## src/rtl/core/hds_pkg.sv

```systemverilog
package hds_pkg;

    localparam int PIXEL_W = 8;
    localparam int DET_W = 24;
    localparam int ROW_W = 12;
    localparam int COL_OUT_W = 11;
    localparam int CFG_W = 12;
    localparam int CFG_INDEX_W = 2;
    localparam int MAX_WIDTH_DEFAULT = 2048;
    localparam int OUT_TDATA_W = 48;

    localparam logic [CFG_W-1:0] FRAME_WIDTH_RESET = 12'd640;
    localparam logic [CFG_W-1:0] FRAME_HEIGHT_RESET = 12'd480;

    localparam logic [CFG_INDEX_W-1:0] CFG_FRAME_WIDTH = 2'd0;
    localparam logic [CFG_INDEX_W-1:0] CFG_FRAME_HEIGHT = 2'd1;

    typedef struct packed {
        logic                 emit;
        logic [ROW_W-1:0]     row;
        logic [COL_OUT_W-1:0] column;
        logic                 last;
    } pos_t;

endpackage

```

## src/rtl/core/hds_kernel.sv

```systemverilog
module hds_kernel (
    input  logic                              clk,
    input  logic                              rst_n,
    input  logic                              shift,
    input  logic [hds_pkg::PIXEL_W-1:0]       top,
    input  logic [hds_pkg::PIXEL_W-1:0]       mid,
    input  logic [hds_pkg::PIXEL_W-1:0]       bot,
    output logic signed [hds_pkg::DET_W-1:0]  det
);

    localparam int PW = hds_pkg::PIXEL_W;
    localparam int DW = PW + 3;
    localparam int PRW = 2 * DW;
    localparam int FW = PRW + 5;

    logic [PW-1:0] t0_reg, m0_reg, b0_reg;
    logic [PW-1:0] t1_reg, m1_reg, b1_reg;

    logic signed [DW-1:0]  lxx, lyy, lxy4;
    logic signed [PRW-1:0] pxx, pxy;
    logic signed [FW-1:0]  det_full;

    // Window holds the two columns before the current one: top, middle, bottom.
    always_ff @(posedge clk or negedge rst_n)
    begin
        if (!rst_n)
        begin
            t0_reg <= '0;
            m0_reg <= '0;
            b0_reg <= '0;
            t1_reg <= '0;
            m1_reg <= '0;
            b1_reg <= '0;
        end
        else if (shift)
        begin
            t0_reg <= t1_reg;
            m0_reg <= m1_reg;
            b0_reg <= b1_reg;
            t1_reg <= top;
            m1_reg <= mid;
            b1_reg <= bot;
        end
    end

    assign lxx = $signed(DW'(m0_reg)) - ($signed(DW'(m1_reg)) <<< 1) + $signed(DW'(mid));
    assign lyy = $signed(DW'(t1_reg)) - ($signed(DW'(m1_reg)) <<< 1) + $signed(DW'(b1_reg));
    assign lxy4 = $signed(DW'(t0_reg)) - $signed(DW'(top)) + $signed(DW'(bot))
                - $signed(DW'(b0_reg));
    assign pxx = PRW'(lxx) * PRW'(lyy);
    assign pxy = PRW'(lxy4) * PRW'(lxy4);
    assign det_full = (FW'(pxx) <<< 4) - FW'(pxy);
    assign det = det_full[hds_pkg::DET_W-1:0];

endmodule
```

## config.mk

```make
export PLATFORM = sky130hd
export DESIGN_NAME = hds_kernel
export DESIGN_NICKNAME = d
export VERILOG_FILES = /design/src/rtl/core/hds_pkg.sv /design/src/rtl/core/hds_kernel.sv
export SDC_FILE = /design/constraint.sdc
export NUM_CORES = 1
export LEC_CHECK = 0
export ABC_CLOCK_PERIOD_IN_PS = 33700
export BUFFER_PORTS_ARGS = -buffer_cell sky130_fd_sc_hd__buf_4
export CAP_MARGIN = 0
export CORE_ASPECT_RATIO = 0.9
export CORE_MARGIN = 1
export CORE_UTILIZATION = 60
export CTS_BUF_LIST = sky130_fd_sc_hd__clkbuf_4
export CTS_CLUSTER_DIAMETER = 80
export DETAILED_ROUTE_END_ITERATION = 7
export PLACE_DENSITY = 0.77
export REMOVE_ABC_BUFFERS = 1
export SLEW_MARGIN = 20
export SYNTH_ARGS = -nofsm -noshare
export SYNTH_HDL_FRONTEND = slang
export SYNTH_SLANG_ARGS = --single-unit
```

## constraint.sdc

```tcl
create_clock -name clk -period 33.7 [get_ports clk]
set_clock_uncertainty 0.2 [all_clocks]
set_input_delay 5.055 -clock clk [delete_from_list [all_inputs] [get_ports clk]]
set_output_delay 5.055 -clock clk [all_outputs]
set_load 0.1 [all_outputs]
```

# [After elaboration in Yosys (flattened, before gate mapping)]
# Index checks and enable logic that the tools add are counted.
[totals] regBits=48 latchBits=0 mem_bits_rw=0 rom_bits=0 in_bits=27 output_inout_bits=24 elab_cells=16 memories=0
[op_classes] addsub=8 n_mul=2 div=0 n_lt_le_gt_ge=0 eq_ne=0 shifts=0 mux=0 n_bitwise=0 reduce_logical=0
[op_table] cell="$sub A24 B22 Y24" n=1
[op_table] cell="$add A10 B9 Y11" n=2
[op_table] cell="$mul A11 B11 Y22" n=1
[op_table] cell="$mul A11 B11 Y20" n=1
[op_table] cell="$sub A8 B9 Y10" n=2
[op_table] cell="$sub A10 B9 Y11" n=1
[op_table] cell="$add A9 B9 Y10" n=1
[op_table] cell="$sub A8 B8 Y9" n=1

# [Logic depth before layout (Yosys ltp)]
[logic_depth] ltp_word=5 ltp_mapped=47 mapped_depth_nobuf=46

# [Worst setup path before layout]
# No wires, ideal clock.
[synth_path] path_kind="input -> output" start="input mid[0] (netlist name)" end="output det[23] (netlist name)" arrival_time_ns=15.633 required_time_ns=28.445 slack_ns=12.812 stages=40 n_path_buf=1 cell_sequence="ha_1 > fa_1 > a21o_1 > a21oi_1 > nor2b_1 > o21ai_1 > nor2b_1 > xnor2_1 > clkbuf_1 > nand2_1 > fa_1 > fa_1 > fa_1 > inv_1 > fa_1 > inv_1 > fa_1 > inv_1 > [... 4 more ...] > a21oi_1 > o41ai_1 > nor2_1 > a311oi_1 > fa_1 > fa_1 > inv_1 > fa_1 > inv_1 > fa_1 > xor2_1 > xnor2_1 > xnor2_2 > xnor2_2 > xnor2_1 > xnor2_1 > xnor2_1 > xnor2_1"
[synth_between] elab_chain_len=3
[synth_lines] item="start: declaration" line="hds_kernel.sv:6" rtl="input logic [hds_pkg::PIXEL_W-1:0] mid,"
[synth_lines] item="$add A10 B9 Y11" line="hds_kernel.sv:46" rtl="assign lxx = $signed(DW'(m0_reg)) - ($signed(DW'(m1_reg)) <<< 1) + $signed(DW'(mid));"
[synth_lines] item="$mul A11 B11 Y20" line="hds_kernel.sv:50" rtl="assign pxx = PRW'(lxx) * PRW'(lyy);"
[synth_lines] item="$sub A24 B22 Y24" line="hds_kernel.sv:52" rtl="assign det_full = (FW'(pxx) <<< 4) - FW'(pxy);"
[synth_lines] item="end: declaration" line="hds_kernel.sv:8" rtl="output logic signed [hds_pkg::DET_W-1:0] det"
# Every way passes these cells.

# [Worst setup path in the final report]
[layout_path] start="input mid[0] (netlist name)" end="output det[22] (netlist name)"
# Same word-level chain as after synthesis.

==> results.sh <==
export IMPL_htree_num_levels=2
export IMPL_drt_iter0_markers=471
export IMPL_hold_buffers=0
export IMPL_firstDrtPassIters=5
export IMPL_grt_max_degree=68
export IMPL_gr_total_overflow=0
export IMPL_yosysMostFrequentCell="inv_1"
export IMPL_area_sequential_mm2=0.00120
export IMPL_period_share_pct=62.4
export IMPL_portBuffers=50
export IMPL_gp_congestion=0.856
export IMPL_cts_sinks=48
export IMPL_rows=50
export IMPL_path_common_cell="fa_1"
export IMPL_wirelength_mm=25.2
export IMPL_yosys_cell_types_count=66
export IMPL_antenna_cells=0
export IMPL_rsz0062_at_grt="no"
export IMPL_fin_area_mm2=0.0138
export IMPL_cp_end_kind="output port"
export IMPL_path_max_fanout=11
export IMPL_grt_usage_pct=25.7
export IMPL_fmaxAchievable_mhz=47.6
export IMPL_worst_slew_pin_transition_ns=1.04
export IMPL_dpl_instance_area_mm2=0.0138
export IMPL_synth_edf_count=0
export IMPL_status="finished, final reports clean"
export IMPL_clock_path_buffers=2
export IMPL_grt_pass1_wl_mm=45.8
export IMPL_worstPathRequired_ns=28.44
export IMPL_synthTopCellsByCount="inv_1, fa_1, ha_1"
export IMPL_async_flop_share_pct=100
export IMPL_postRouteAntennaNets=0
export IMPL_cpMaxStageDelayCell="xnor2_1"
export IMPL_drv_slew=0
export IMPL_die_y_um=142
export IMPL_cts_resized_gates=0
export IMPL_synth_top_flop_cell="dfrtp_1"
export IMPL_seq_area_frac_synth_pct=9.16
export IMPL_relSlewSlack_pct=30.0
export IMPL_syn_inst=1422
export IMPL_yosys_top_cells_area="fa_1, ha_1, inv_1"
export IMPL_areaGrowthSynthToFinish_pct=5.47
export IMPL_post_dp_hpwl_mm=22.3
export IMPL_cts_tree="built"
export IMPL_wl_per_cell_um=14.5
export IMPL_hold_violations=0
export IMPL_fin_nets=1869
export IMPL_min_path_type="flop to flop"
export IMPL_syn_area_per_cell_um2=9.22
export IMPL_synth_top_cell_by_area="fa_1"
export IMPL_start_util_pct=62.2
export IMPL_root_buffer="clkbuf_4"
export IMPL_post_cts_setup_buffer_count=0
export IMPL_vias_per_cell=5.28
export IMPL_die_w_um=158
export IMPL_yosys_warnings=0
export IMPL_synth_area_mm2=0.0131
export IMPL_drive_gt1_share_pct=8.12
export IMPL_multi_input_area_mm2=0.0105
export IMPL_grt_pass1_vias=10100
export IMPL_drc_errors=0
export IMPL_dieArea_mm2=0.0225
export IMPL_critical_path_class="input pin to output port"
export IMPL_antenna_found_initial=0
export IMPL_core_mm2=0.0211
export IMPL_fin_tns_setup_ns=0
export IMPL_clock_latency_ns=0.38
export IMPL_vias=9190
export IMPL_drv_cap=0
export IMPL_layout_cells_non_filler=1740
export IMPL_numCtsBuffers=5
export IMPL_n_fill_cell=1761
export IMPL_dp_cells=1732
export IMPL_min_period_ns=21.02
export IMPL_path_clk_slew_ns=0.16
export IMPL_setup_viol=0
export IMPL_worstSetupStartpointType="input pin"
export IMPL_netlist_area_leader_share_pct=37.2
export IMPL_worstPathArrival_ns=15.76
export IMPL_io_pins=51
export IMPL_crit_path_max_incr_delay_ns=0.72
export IMPL_ys_ff_latch=48
==> path summary, 6_finish.rpt <==
path	start	end	slack [ns]	cells past startpoint
setup reg to reg	m1_reg[7]$_DFFE_PN0P_	m1_reg[7]$_DFFE_PN0P_	32.51	1
hold / removal	t1_reg[1]$_DFFE_PN0P_	t0_reg[1]$_DFFE_PN0P_	0.30	2
setup / recovery	mid[0]	det[22]	12.68	37
hold reg to reg	t1_reg[1]$_DFFE_PN0P_	t0_reg[1]$_DFFE_PN0P_	0.30	2
min in group asynchronous	rst_n	m1_reg[4]$_DFFE_PN0P_	4.46	1
max in group asynchronous	rst_n	t0_reg[7]$_DFFE_PN0P_	28.39	1
==> cell usage in the layout (no fill, tap or decap), types with 4 or more instances in the layout <==
| cell | Yosys | final |
|---|---|---|
| fa_1 | 244 | 244 |
| nor2_1 | 79 | 79 |
| xor2_1 | 28 | 28 |
| nor2b_1 | 15 | 15 |
| a31oi_1 | 4 | 4 |
| nand3_1 | 9 | 9 |
| a21boi_0 | 4 | 4 |
| a21o_1 | 20 | 20 |
| and2_1 | 54 | 54 |
| or2_2 | 5 | 5 |
| mux2_2 | 31 | 31 |
| o21bai_1 | 10 | 10 |
| ha_1 | 145 | 145 |
| a21oi_1 | 33 | 33 |
| clkbuf_4 | 0 | 5 |
| o21ai_0 | 35 | 35 |
| a211oi_1 | 4 | 4 |
| xnor2_1 | 61 | 61 |
| and3_1 | 4 | 4 |
| dfrtp_1 | 48 | 48 |
| nor3_1 | 17 | 17 |
| o21a_1 | 11 | 11 |
| nand2b_1 | 13 | 13 |
| buf_4 | 1 | 54 |
| inv_1 | 346 | 346 |
| o21ai_1 | 7 | 7 |
| nand2_1 | 109 | 109 |
| or3_1 | 4 | 4 |
==> critical path: cells and delay by family <==
kind	cells	cell delay, ns
buffers and inverters	8	0.71
AOI/OAI and AO/OA	9	2.21
xor gates and xnor gates	3	1.06
and+or+nand+nor	4	0.90
adders and majority gates	13	5.82
==> per-stage QoR <==
stage	utilization (%)	hold slack [ns]	setup WS, ns
after floorplan	-	0.247	12.77
after global placement	65.2	0.264	13.05
after detailed placement	65.2	0.269	12.75
after CTS	65.6	0.303	12.73
after global routing	65.6	0.329	12.11
final	65.6	0.303	12.68
==> final cells by class <==
class	instances	area share, %
repair buffers	54	2.93
clock inverters	3	0.308
clock buffers	5	0.271
inverters	348	9.44
well taps	286	2.59
flip-flops and latches	48	8.68
multi-input cells	996	75.8
==> per-layer routing <==
metal	routed length (µm)	global-route usage [%]	up-vias
li1	-	-	4401
met1	11500	34.6	4582
met2	12400	44.6	173
met3	860	3.08	34
met4	505	5.47	0
met5	0	0	-
==> kinds of logic (layout without fill, tap and decap cells) <==
family                   count (synthesis)  in the layout  synth area share (%)
XOR/XNOR                                91             91                  6.19
adder cells (fa/ha/maj)                389            389                  51.1
AO/OA/AOI/OAI                          159            159                  8.00
flip-flops                              48             48                  9.16
multiplexers                            31             31                  2.66
AND/OR/NAND/NOR                        326            326                  12.0
buffers and inverters                  378            410                  10.9
Power is not shown: default switching activity piles up to over one toggle a cycle in this logic, so the estimate is an artifact.
