### src/rtl/core/hds_pkg.sv
package hds_pkg;

    localparam int PIXEL_W = 8;
    localparam int DET_W = 24;
    localparam int ROW_W = 12;
    localparam int COL_OUT_W = 11;
    localparam int CFG_W = 12;
    localparam int CFG_INDEX_W = 2;
    localparam int MAX_WIDTH_DEFAULT = 2048;
    localparam int OUT_TDATA_W = 48;

    localparam logic [CFG_W-1:0] FRAME_WIDTH_RESET = 12'd640;
    localparam logic [CFG_W-1:0] FRAME_HEIGHT_RESET = 12'd480;

    localparam logic [CFG_INDEX_W-1:0] CFG_FRAME_WIDTH = 2'd0;
    localparam logic [CFG_INDEX_W-1:0] CFG_FRAME_HEIGHT = 2'd1;

    typedef struct packed {
        logic                 emit;
        logic [ROW_W-1:0]     row;
        logic [COL_OUT_W-1:0] column;
        logic                 last;
    } pos_t;

endpackage

### src/rtl/core/hds_raster_ctrl.sv
module hds_raster_ctrl #(
    parameter int MAX_WIDTH = hds_pkg::MAX_WIDTH_DEFAULT
) (
    input  logic                             clk,
    input  logic                             rst_n,
    input  logic                             cfg_we,
    input  logic [hds_pkg::CFG_INDEX_W-1:0]  cfg_index,
    input  logic [hds_pkg::CFG_W-1:0]        cfg_data,
    input  logic                             advance,
    output logic [$clog2(MAX_WIDTH)-1:0]     col,
    output hds_pkg::pos_t                    pos
);

    localparam int COL_W = $clog2(MAX_WIDTH);
    localparam int WID_W = $clog2(MAX_WIDTH + 1);
    localparam int CMP_W = (WID_W > hds_pkg::CFG_W) ? WID_W : hds_pkg::CFG_W;
    localparam logic [CMP_W-1:0] MAX_W = CMP_W'(MAX_WIDTH);
    localparam logic [CMP_W-1:0] MIN_W = CMP_W'(3);
    localparam logic [hds_pkg::ROW_W-1:0] MIN_H = hds_pkg::ROW_W'(3);

    logic [hds_pkg::CFG_W-1:0] frame_width_reg;
    logic [hds_pkg::CFG_W-1:0] frame_height_reg;
    logic [COL_W-1:0]          col_reg, col_next;
    logic [hds_pkg::ROW_W-1:0] row_reg, row_next;
    logic [CMP_W-1:0]          width_eff;
    logic [CMP_W-1:0]          col_plus;
    logic [hds_pkg::ROW_W-1:0] height_eff;
    logic [hds_pkg::ROW_W:0]   row_plus;
    logic                      cfg_hit;
    logic                      row_end;
    logic                      frame_end;

    always_comb
    begin
        width_eff = CMP_W'(frame_width_reg);
        if (width_eff < MIN_W)
        begin
            width_eff = MIN_W;
        end
        else if (width_eff > MAX_W)
        begin
            width_eff = MAX_W;
        end
        height_eff = (frame_height_reg < MIN_H) ? MIN_H : frame_height_reg;
    end

    assign col_plus = CMP_W'(col_reg) + CMP_W'(1);
    assign row_plus = {1'b0, row_reg} + (hds_pkg::ROW_W+1)'(1);
    assign row_end = (col_plus >= width_eff);
    assign frame_end = (row_plus >= {1'b0, height_eff});

    always_comb
    begin
        cfg_hit = 1'b0;
        if (cfg_we)
        begin
            unique case (cfg_index)
                hds_pkg::CFG_FRAME_WIDTH:  cfg_hit = 1'b1;
                hds_pkg::CFG_FRAME_HEIGHT: cfg_hit = 1'b1;
                default:                   cfg_hit = 1'b0;
            endcase
        end
    end

    always_comb
    begin
        col_next = col_reg;
        row_next = row_reg;
        if (cfg_hit)
        begin
            col_next = '0;
            row_next = '0;
        end
        else if (advance)
        begin
            if (row_end)
            begin
                col_next = '0;
                row_next = frame_end ? '0 : row_plus[hds_pkg::ROW_W-1:0];
            end
            else
            begin
                col_next = col_plus[COL_W-1:0];
            end
        end
    end

    always_ff @(posedge clk or negedge rst_n)
    begin
        if (!rst_n)
        begin
            frame_width_reg  <= hds_pkg::FRAME_WIDTH_RESET;
            frame_height_reg <= hds_pkg::FRAME_HEIGHT_RESET;
            col_reg          <= '0;
            row_reg          <= '0;
        end
        else
        begin
            if (cfg_we && (cfg_index == hds_pkg::CFG_FRAME_WIDTH))
            begin
                frame_width_reg <= cfg_data;
            end
            if (cfg_we && (cfg_index == hds_pkg::CFG_FRAME_HEIGHT))
            begin
                frame_height_reg <= cfg_data;
            end
            col_reg <= col_next;
            row_reg <= row_next;
        end
    end

    assign col = col_reg;
    assign pos.emit = (row_reg >= hds_pkg::ROW_W'(2)) && (col_reg >= COL_W'(2));
    assign pos.row = row_reg - hds_pkg::ROW_W'(1);
    assign pos.column = hds_pkg::COL_OUT_W'(CMP_W'(col_reg) - CMP_W'(1));
    assign pos.last = row_end && frame_end;

endmodule

### config.mk
export PLATFORM = sky130hd
export DESIGN_NAME = hds_raster_ctrl
export DESIGN_NICKNAME = d
export VERILOG_FILES = /design/src/rtl/core/hds_pkg.sv /design/src/rtl/core/hds_raster_ctrl.sv
export SDC_FILE = /design/constraint.sdc
export NUM_CORES = 1
export LEC_CHECK = 0
export BUFFER_PORTS_ARGS = -buffer_cell sky130_fd_sc_hd__buf_2
export CAP_MARGIN = 0
export CORE_MARGIN = 1.5
export CORE_UTILIZATION = 61
export DETAILED_ROUTE_END_ITERATION = 10
export PLACE_DENSITY = 0.91
export RECOVER_POWER = 100
export SLEW_MARGIN = 40
export SYNTH_ARGS = -nofsm -noshare
export SYNTH_HDL_FRONTEND = slang
export SYNTH_SLANG_ARGS = --single-unit
### constraint.sdc
create_clock -name clk -period 7 [get_ports clk]
set_clock_uncertainty 0.15 [all_clocks]
set_input_delay 0.7 -clock clk [delete_from_list [all_inputs] [get_ports clk]]
set_output_delay 0.7 -clock clk [all_outputs]
set_load 0.005 [all_outputs]
Yosys cells after proc, flatten, opt, wreduce, memory -nomap -nowiden
Index checks and enable logic that the tools add are counted.
{ "totals": {"regBits": 47, "inputBits": 18, "out_inout_bits": 36, "word_cells": 37} }
{ "op_classes": {"add_sub_neg": 4, "order_cmp": 7, "n_eq_ne": 1, "n_mux": 12, "n_reduce_logical": 9} }
{ "op_table": {"columns": ["op", "count"], "rows": [
  ["12-bit 2-to-1 mux", 7],
  ["11-bit 2-to-1 mux", 3],
  ["12-bit by 2-bit < comparator with 1-bit output, second input constant", 2],
  ["12-bit by 1-bit adder with 13-bit output, second input constant", 1],
  ["13-bit by 12-bit greater-or-equal comparator with 1-bit output", 1],
  ["11-bit by 1-bit adder with 12-bit output, second input constant", 1],
  ["12-bit greater-or-equal comparator", 1],
  ["12-bit by 2-bit greater-or-equal comparator with 1-bit output, second input constant", 1],
  ["12-bit > comparator, second input constant", 1],
  ["12-bit by 1-bit subtractor with 12-bit output, second input constant", 1],
  ["11-bit by 2-bit greater-or-equal comparator with 1-bit output, second input constant", 1],
  ["11-bit by 1-bit subtractor with 11-bit output, second input constant", 1],
  ["1-bit logical AND", 4],
  ["2-bit nonzero test", 2],
  ["2-bit by 1-bit equality test with 1-bit output, second input constant", 1],
  ["2-bit zero test", 1],
  ["1-bit 2-to-1 mux", 2],
  ["2-bit AND reduction", 1],
  ["2-bit OR reduction", 1]
]} }

Logic depth before layout (Yosys ltp)
Gate-level depths: netlist (run 1).
{ "logic_depth": {"word_depth": 7, "ltp_mapped": 14, "mapped_depth_nobuf": 13} }

Least setup slack after synthesis (run 1)
Ideal clock, no wire load.
{ "synth_path": {"kind": "reg-to-output", "start": "register col_reg[2], in the netlist col[2]", "end": "output port pos[0] (netlist bit)", "t_arrival_ns": 2.511, "required_time_ns": 6.150, "path_slack_ns": 3.639, "stages_incl_launch_ff": 12, "n_path_buf": 1, "cell_sequence": "dfrtp_1 > clkbuf_1 > and3_1 > nand3_1 > o21ai_0 > nand2_1 > ha_1 > nand3_1 > a21boi_0 > or3_1 > a21oi_1 > nor2_1"} }
{ "synth_rtl": {"columns": ["item", "line_no", "rtl"], "rows": [
  ["from (decl)", "hds_raster_ctrl.sv:23", "logic [COL_W-1:0] col_reg, col_next;"],
  ["from (signal assigned)", "hds_raster_ctrl.sv:107", "col_reg <= col_next;"],
  ["to (decl)", "hds_raster_ctrl.sv:11", "output hds_pkg::pos_t pos"]
]} }

==> reports/metrics.cfg, run 1 <==
[synth]
syn_area_mm2=0.003398
syn_nets=409
ys_types=54
synth_top_flop_cell=dfrtp_1
synthArstFlopShare_pct=100.0
synth.avg_cell_area_um2=9.413
seq_area_frac_synth_pct=34.83
ys_ff_latch=47
syn_inst=361
ys_warn_count=0
synth_edf_count=0

[status]
status=finished with violations
violations=max-capacitance violations, max-slew violations

[detailed_routing]
avgViaCountPerCell=6.082
initialDrtViolationCount=290
firstDrtPassIters=5
routedWlPerCell_um=16.14
num_vias=2901
drc=0
drtAntennaViolNets=0
finalWirelength_um=7697

[grt]
grt_max_degree=48
grt_overflow=0
grt_antenna_before_repair=0
gr-usage-all-layers_pct=27.42
grt_pass1_wl_um=13080
grt_pass1_vias=2784

[pwr]
comb_power_share_pct=36.3
p_sw_mw=0.2894
p_per_area_mw_per_mm2=223.3
peakVddDrop_v=0.0001659
p_seq_share_pct=41.8
p_leak_nw=1.846
switching_share_pct=34.95
internal_power_mw=0.5387
clockPowerShare_pct=21.9

[timing]
slew-limit-headroom_pct=-59.70
period_share_pct=61.79
final.setup.tns_ps=0
fin_crit_ps=4325
worst_pin_slew_ps=2396
fmax_mhz=231.2
maxSlewViolCount=48
hold_viol_final=0
setup_viol=0
rsz0062_at_grt=false
whs_ps=371.0

[final_layout]
diodes=0
layout-drive-gt1-share_pct=18.92
syn_to_final_growth_pct=9.131
nets=454

[critical_path]
cp-end-kind=primary output
startpoint_type=flop
worstPathRequired_ps=6150
crit_arrival_ps=3480
path_max_fanout=9
critPathKind=reg2out

[floorplan]
rows=26
initial_core_util_pct=64.88
num_io_pins=54
design.core.area_mm2=0.005238
die-area_mm2=0.006028
die_h_um=77.64
chipWidth_um=77.64

[clocking]
cts_buffers=5
clk_pin_slew_ps=80
root_buffer=clkbuf_8
cts_tree=yes
insertion_delay_ps=310
clock_path_buffers=2
htree_levels=2
postCtsSetupRepairBufs=0
cts_resized=0
clock_sinks=47
cts_hold_buf=0

[placement]
gp_congestion=0.9065
place_hpwl_um=5903
portBuffers=53

[run]
maxCapViolations=1

[min_path]
hp-class=reg2reg

worst max-delay path, cell delays in order, from the launching register on:
cell	delay, ps
dfrtp_1	510
ha_1	230
nand3_1	120
nor2_1	210
and4_1	240
xor2_1	230
ha_1	270
nand4_1	140
nor2_1	80
or3_1	330
a21oi_1	550
nor2_1	120
clkbuf_1	140
power groups by stage:
stage | Combinational [mW] | Clock (mW) | Sequential [mW]
6_report | 0.301 | 0.181 | 0.346
5_1_grt | 0.339 | 0.193 | 0.352
4_1_cts | 0.309 | 0.182 | 0.345
3_5_place_dp | 0.306 | 0 | 0.350
3_3_place_gp | 0.295 | 0 | 0.347
2_1_floorplan | 0.207 | 0 | 0.338
kinds of logic (layout without fill, tap and decap cells):
kind of cell	Yosys count	count (layout)	synth area share, %
AOI/OAI and AO/OA	64	64	13.73
xor gates and xnor gates	35	35	9.021
adders and majority gates	30	30	11.05
buffers and inverters	41	87	5.375
DFF	47	47	34.83
muxes	22	22	7.290
and+or+nand+nor	122	122	18.70
worst paths after layout:
check | slack, ps | from | depth (start not counted) | endpoint
min reg2reg | 370 | frame_height_reg[0] | 1 | frame_height_reg[0]
max reg2reg | 3090 | row_reg[1] | 13 | row_reg[0]
min | 370 | frame_height_reg[0] | 1 | frame_height_reg[0]
max in group asynchronous | 4380 | rst_n | 1 | row_reg[6]
max | 2670 | col[0] | 12 | pos[0]
min in group asynchronous | 960 | rst_n | 1 | frame_height_reg[4]
placed cells by master, fill, tap and decap left out, types with 6 or more instances in the layout:
master and instances:
xnor2_1 17, ha_1 30, o21ai_0 15, and3_1 6
nand2_1 34, dfstp_2 6, clkbuf_2 6, xor2_1 18
a21oi_1 9, dfrtp_1 41, nor4_1 8, nand3_1 11
nor2_1 29, a22o_1 9, nor3_1 8, mux2_2 22
clkbuf_8 7, buf_2 30, inv_1 26, a32o_1 7
clkbuf_1 17
routing by layer:
layer	vias to the layer above	share of wire (%)	GRT usage, %
met3	17	6.4	6.118
li1	1367	-	-
met1	1399	45	37.03
met2	118	47	43.39
met4	0	1.9	9.273
met5	-	0	0
cell usage after synthesis (2+ instances only):
cell       number  share of area [%]
xor2_1         18                4.6
o31ai_1         4               0.88
or4_1           2               0.44
buf_2           5               0.74
ha_1           30                 11
a21oi_1         9                1.3
or3_1           2               0.37
inv_1          26                2.9
a21o_1          4               0.88
a22o_1          9                2.3
dfrtp_1        41                 30
and3_2          2               0.44
buf_6           3               0.99
nand4_1         3               0.55
a32o_1          7                2.1
nor2b_1         4               0.74
o211ai_1        2               0.44
xnor2_1        17                4.4
dfstp_2         6                4.6
a31oi_1         2               0.37
clkbuf_1        7               0.77
o2111ai_1       2               0.52
nor2_1         29                3.2
nor4_1          6                1.1
and3_1          6                1.1
nand2_1        34                3.8
nand2b_1        4               0.74
nand3_1        10                1.5
o21ai_0        14                2.1
mux2_2         22                7.3
nor3_1          8                1.2
per-stage QoR:
step	power (mW)	setup WS, ps	cells	utilization, %	cell area [µm²]
global placement	0.6419	3145	469	70.00	3666
CTS	0.8362	2742	477	72.00	3771
detailed placement	0.6569	3101	469	70.09	3671
floorplan	0.5448	3639	361	-	3398
finish	0.8282	2675	477	70.81	3709
global route	0.8835	2460	477	70.81	3709
area by class of cell:
cell class / instances / area, µm²
clock buffers: 8 / 100.1
fillers: 418 / 1529
inverters: 26 / 97.59
multi-input cells: 273 / 1996
flip-flops and latches: 47 / 1184
well taps: 70 / 87.58
repair buffers: 53 / 244.0
Power figures use the tool's default switching activity.
==> inputs of run 2 (changes only) <==
CORE_UTILIZATION = 57   (was 61)
PLACE_DENSITY = 0.86   (was 0.91)
clock period = 4.2 ns   (was 7 ns; I/O delays follow)
==> run 2 against run 1 <==
Effect of this change: highest routed layer unchanged; register-to-register slack lost 2800 ps; clock-buffer cell count is the same; largest cell class unchanged; die area grew 6.7%; non-clock buffer count grew 3; clock power grew 65%; combinational power grew 64%; final cell count grew 1.0%; the run still ends with max-capacitance violations, max-slew violations left.
==> reports/metrics.cfg, run 2 (synthesis gave the netlist of run 1 again) <==
[status]
status=finished with violations
violations=max-capacitance violations, max-slew violations

[detailed_routing]
initialDrtViolationCount=237
drtAntennaViolNets=0
finalWirelength_um=7631
avgViaCountPerCell=5.946
drc=0
dr_wl_met3_um=553
wl_met2_um=3589
top_layer_used=met4
firstDrtPassIters=4
num_vias=2866
routedWlPerCell_um=15.83
wl_met1_um=3421

[clocking]
cts_buffers=5
clock_path_buffers=2
clock_sinks=47
clk_pin_slew_ps=80
root_buffer=clkbuf_8
insertion_delay_ps=300
htree_levels=2
postCtsSetupRepairBufs=0
cts_resized=0
cts_tree=yes
cts_hold_buf=1

[timing]
setup_ws_ps=321.6
hold_viol_final=0
rsz0062_at_grt=false
maxSlewViolCount=48
slew-limit-headroom_pct=-63.79
worst_pin_slew_ps=2457
fmax_mhz=257.8
setup_viol=0
final.setup.tns_ps=0
period_share_pct=92.34
fin_crit_ps=3878

[placement]
place_hpwl_um=5867
dp_cells=473
place_ws_ps=594.2
gp_congestion=0.9110
portBuffers=53

[final_layout]
layout_common_cells=dfrtp_1 (41), nand2_1 (34), ha_1 (30)
stdcell_count=482
syn_to_final_growth_pct=9.536
layout_commonest_cell=dfrtp_1
layout-drive-gt1-share_pct=17.07
nets=457
diodes=0

[grt]
grt_pass1_vias=2637
grt_pass1_wl_um=12230
grt_overflow=0
gr-usage-all-layers_pct=24.60
grt_antenna_before_repair=0
grt_max_degree=48

[run]
maxCapViolations=1

[pwr]
p_leak_nw=1.837
peakVddDrop_v=0.0002485
p_per_area_mw_per_mm2=368.7

[critical_path]
worstPathRequired_ps=4290
startpoint=row_reg[0]
crit_slowest_cell=dfrtp_1
crit_arrival_ps=3970
regToRegStartpoint=row_reg[0]
startpoint_type=flop
path_cells=ha_1, and3_1, nand3_1, inv_1, and3_1, xor2_1, ha_1, a21o_1, a21oi_1, o21ai_1, nand4b_1, nor2_1, buf_4, a22o_1
critPathBufInv=2
critPathKind=reg2reg
cp_top_family=simple AND/OR/NAND/NOR gates
cpPeakStageDelay_ps=520
cp-end-kind=flop
path_max_fanout=9

[floorplan]
die_h_um=80.22
chipWidth_um=80.22
num_io_pins=54
die-area_mm2=0.006434
rows=27
design.core.area_mm2=0.005642
initial_core_util_pct=60.24

[min_path]
min_from=cfg_data[0]
hp-class=in2reg

-- run 2: changes by cell type in the layout (fill, tap and decap cells not counted) --
| cell | change |
|---|---|
| or2_0 | -1 |
| o21ai_0 | -1 |
| buf_4 | +1 |
| buf_1 | -1 |
| clkbuf_1 | +10 |
| or2_1 | +1 |
| buf_2 | -5 |
| o21ai_1 | +1 |
| dlygate4sd3_1 | +1 |
| clkbuf_2 | -3 |
-- run 2: final cells by class --
cell class	instances	area, µm²
Inverter	26	97.59
Multi-Input combinational cell	273	1996
Fill cell	471	1919
Timing Repair Buffer	56	255.2
Clock buffer	8	100.1
Tap cell	72	90.09
Sequential cell	47	1184
-- run 2: power by group --
group | switching [mW] | internal, mW | total (mW)
clock network | 0.148 | 0.150 | 0.298
logic | 0.266 | 0.229 | 0.495
registers | 0.0647 | 0.515 | 0.579
-- run 2: per-stage QoR --
step | area, µm² | hold WS, ps | util [%] | power [mW]
after global placement | 3684 | 349.9 | 65.29 | 1.076
final | 3722 | 206.6 | 65.98 | 1.372
after CTS | 3799 | 203.6 | 67.33 | 1.399
after detailed placement | 3689 | 312.6 | 65.38 | 1.098
after global routing | 3722 | 218.6 | 65.98 | 1.467
after floorplan | 3398 | -25.59 | - | 0.9080
-- run 2: worst paths after layout --
path                                       end  slack (ps)  cells after the start
hold / removal              frame_width_reg[0]         210                      3
max in group asynchronous           row_reg[6]        1240                      2
min in group asynchronous  frame_height_reg[2]        1250                      2
setup reg to reg                    row_reg[4]         320                     14
setup / recovery                    row_reg[4]         320                     14
hold reg to reg            frame_height_reg[1]         390                      1
-- run 2: metal layers --
layer  GRT usage, %  vias to the layer above
met3          4.432                        8
met4          5.862                        0
li1               -                     1372
met1          33.81                     1367
met2          40.17                      119
met5              0                        -
-- run 2: worst register-to-register path, stage by stage, from the launching register on --
cell and delay, ps:
dfrtp_1 520, ha_1 310, and3_1 250, nand3_1 180, inv_1 110, and3_1 180, xor2_1 230, ha_1 300
a21o_1 160, a21oi_1 170, o21ai_1 130, nand4b_1 360, nor2_1 410, buf_4 220, a22o_1 150
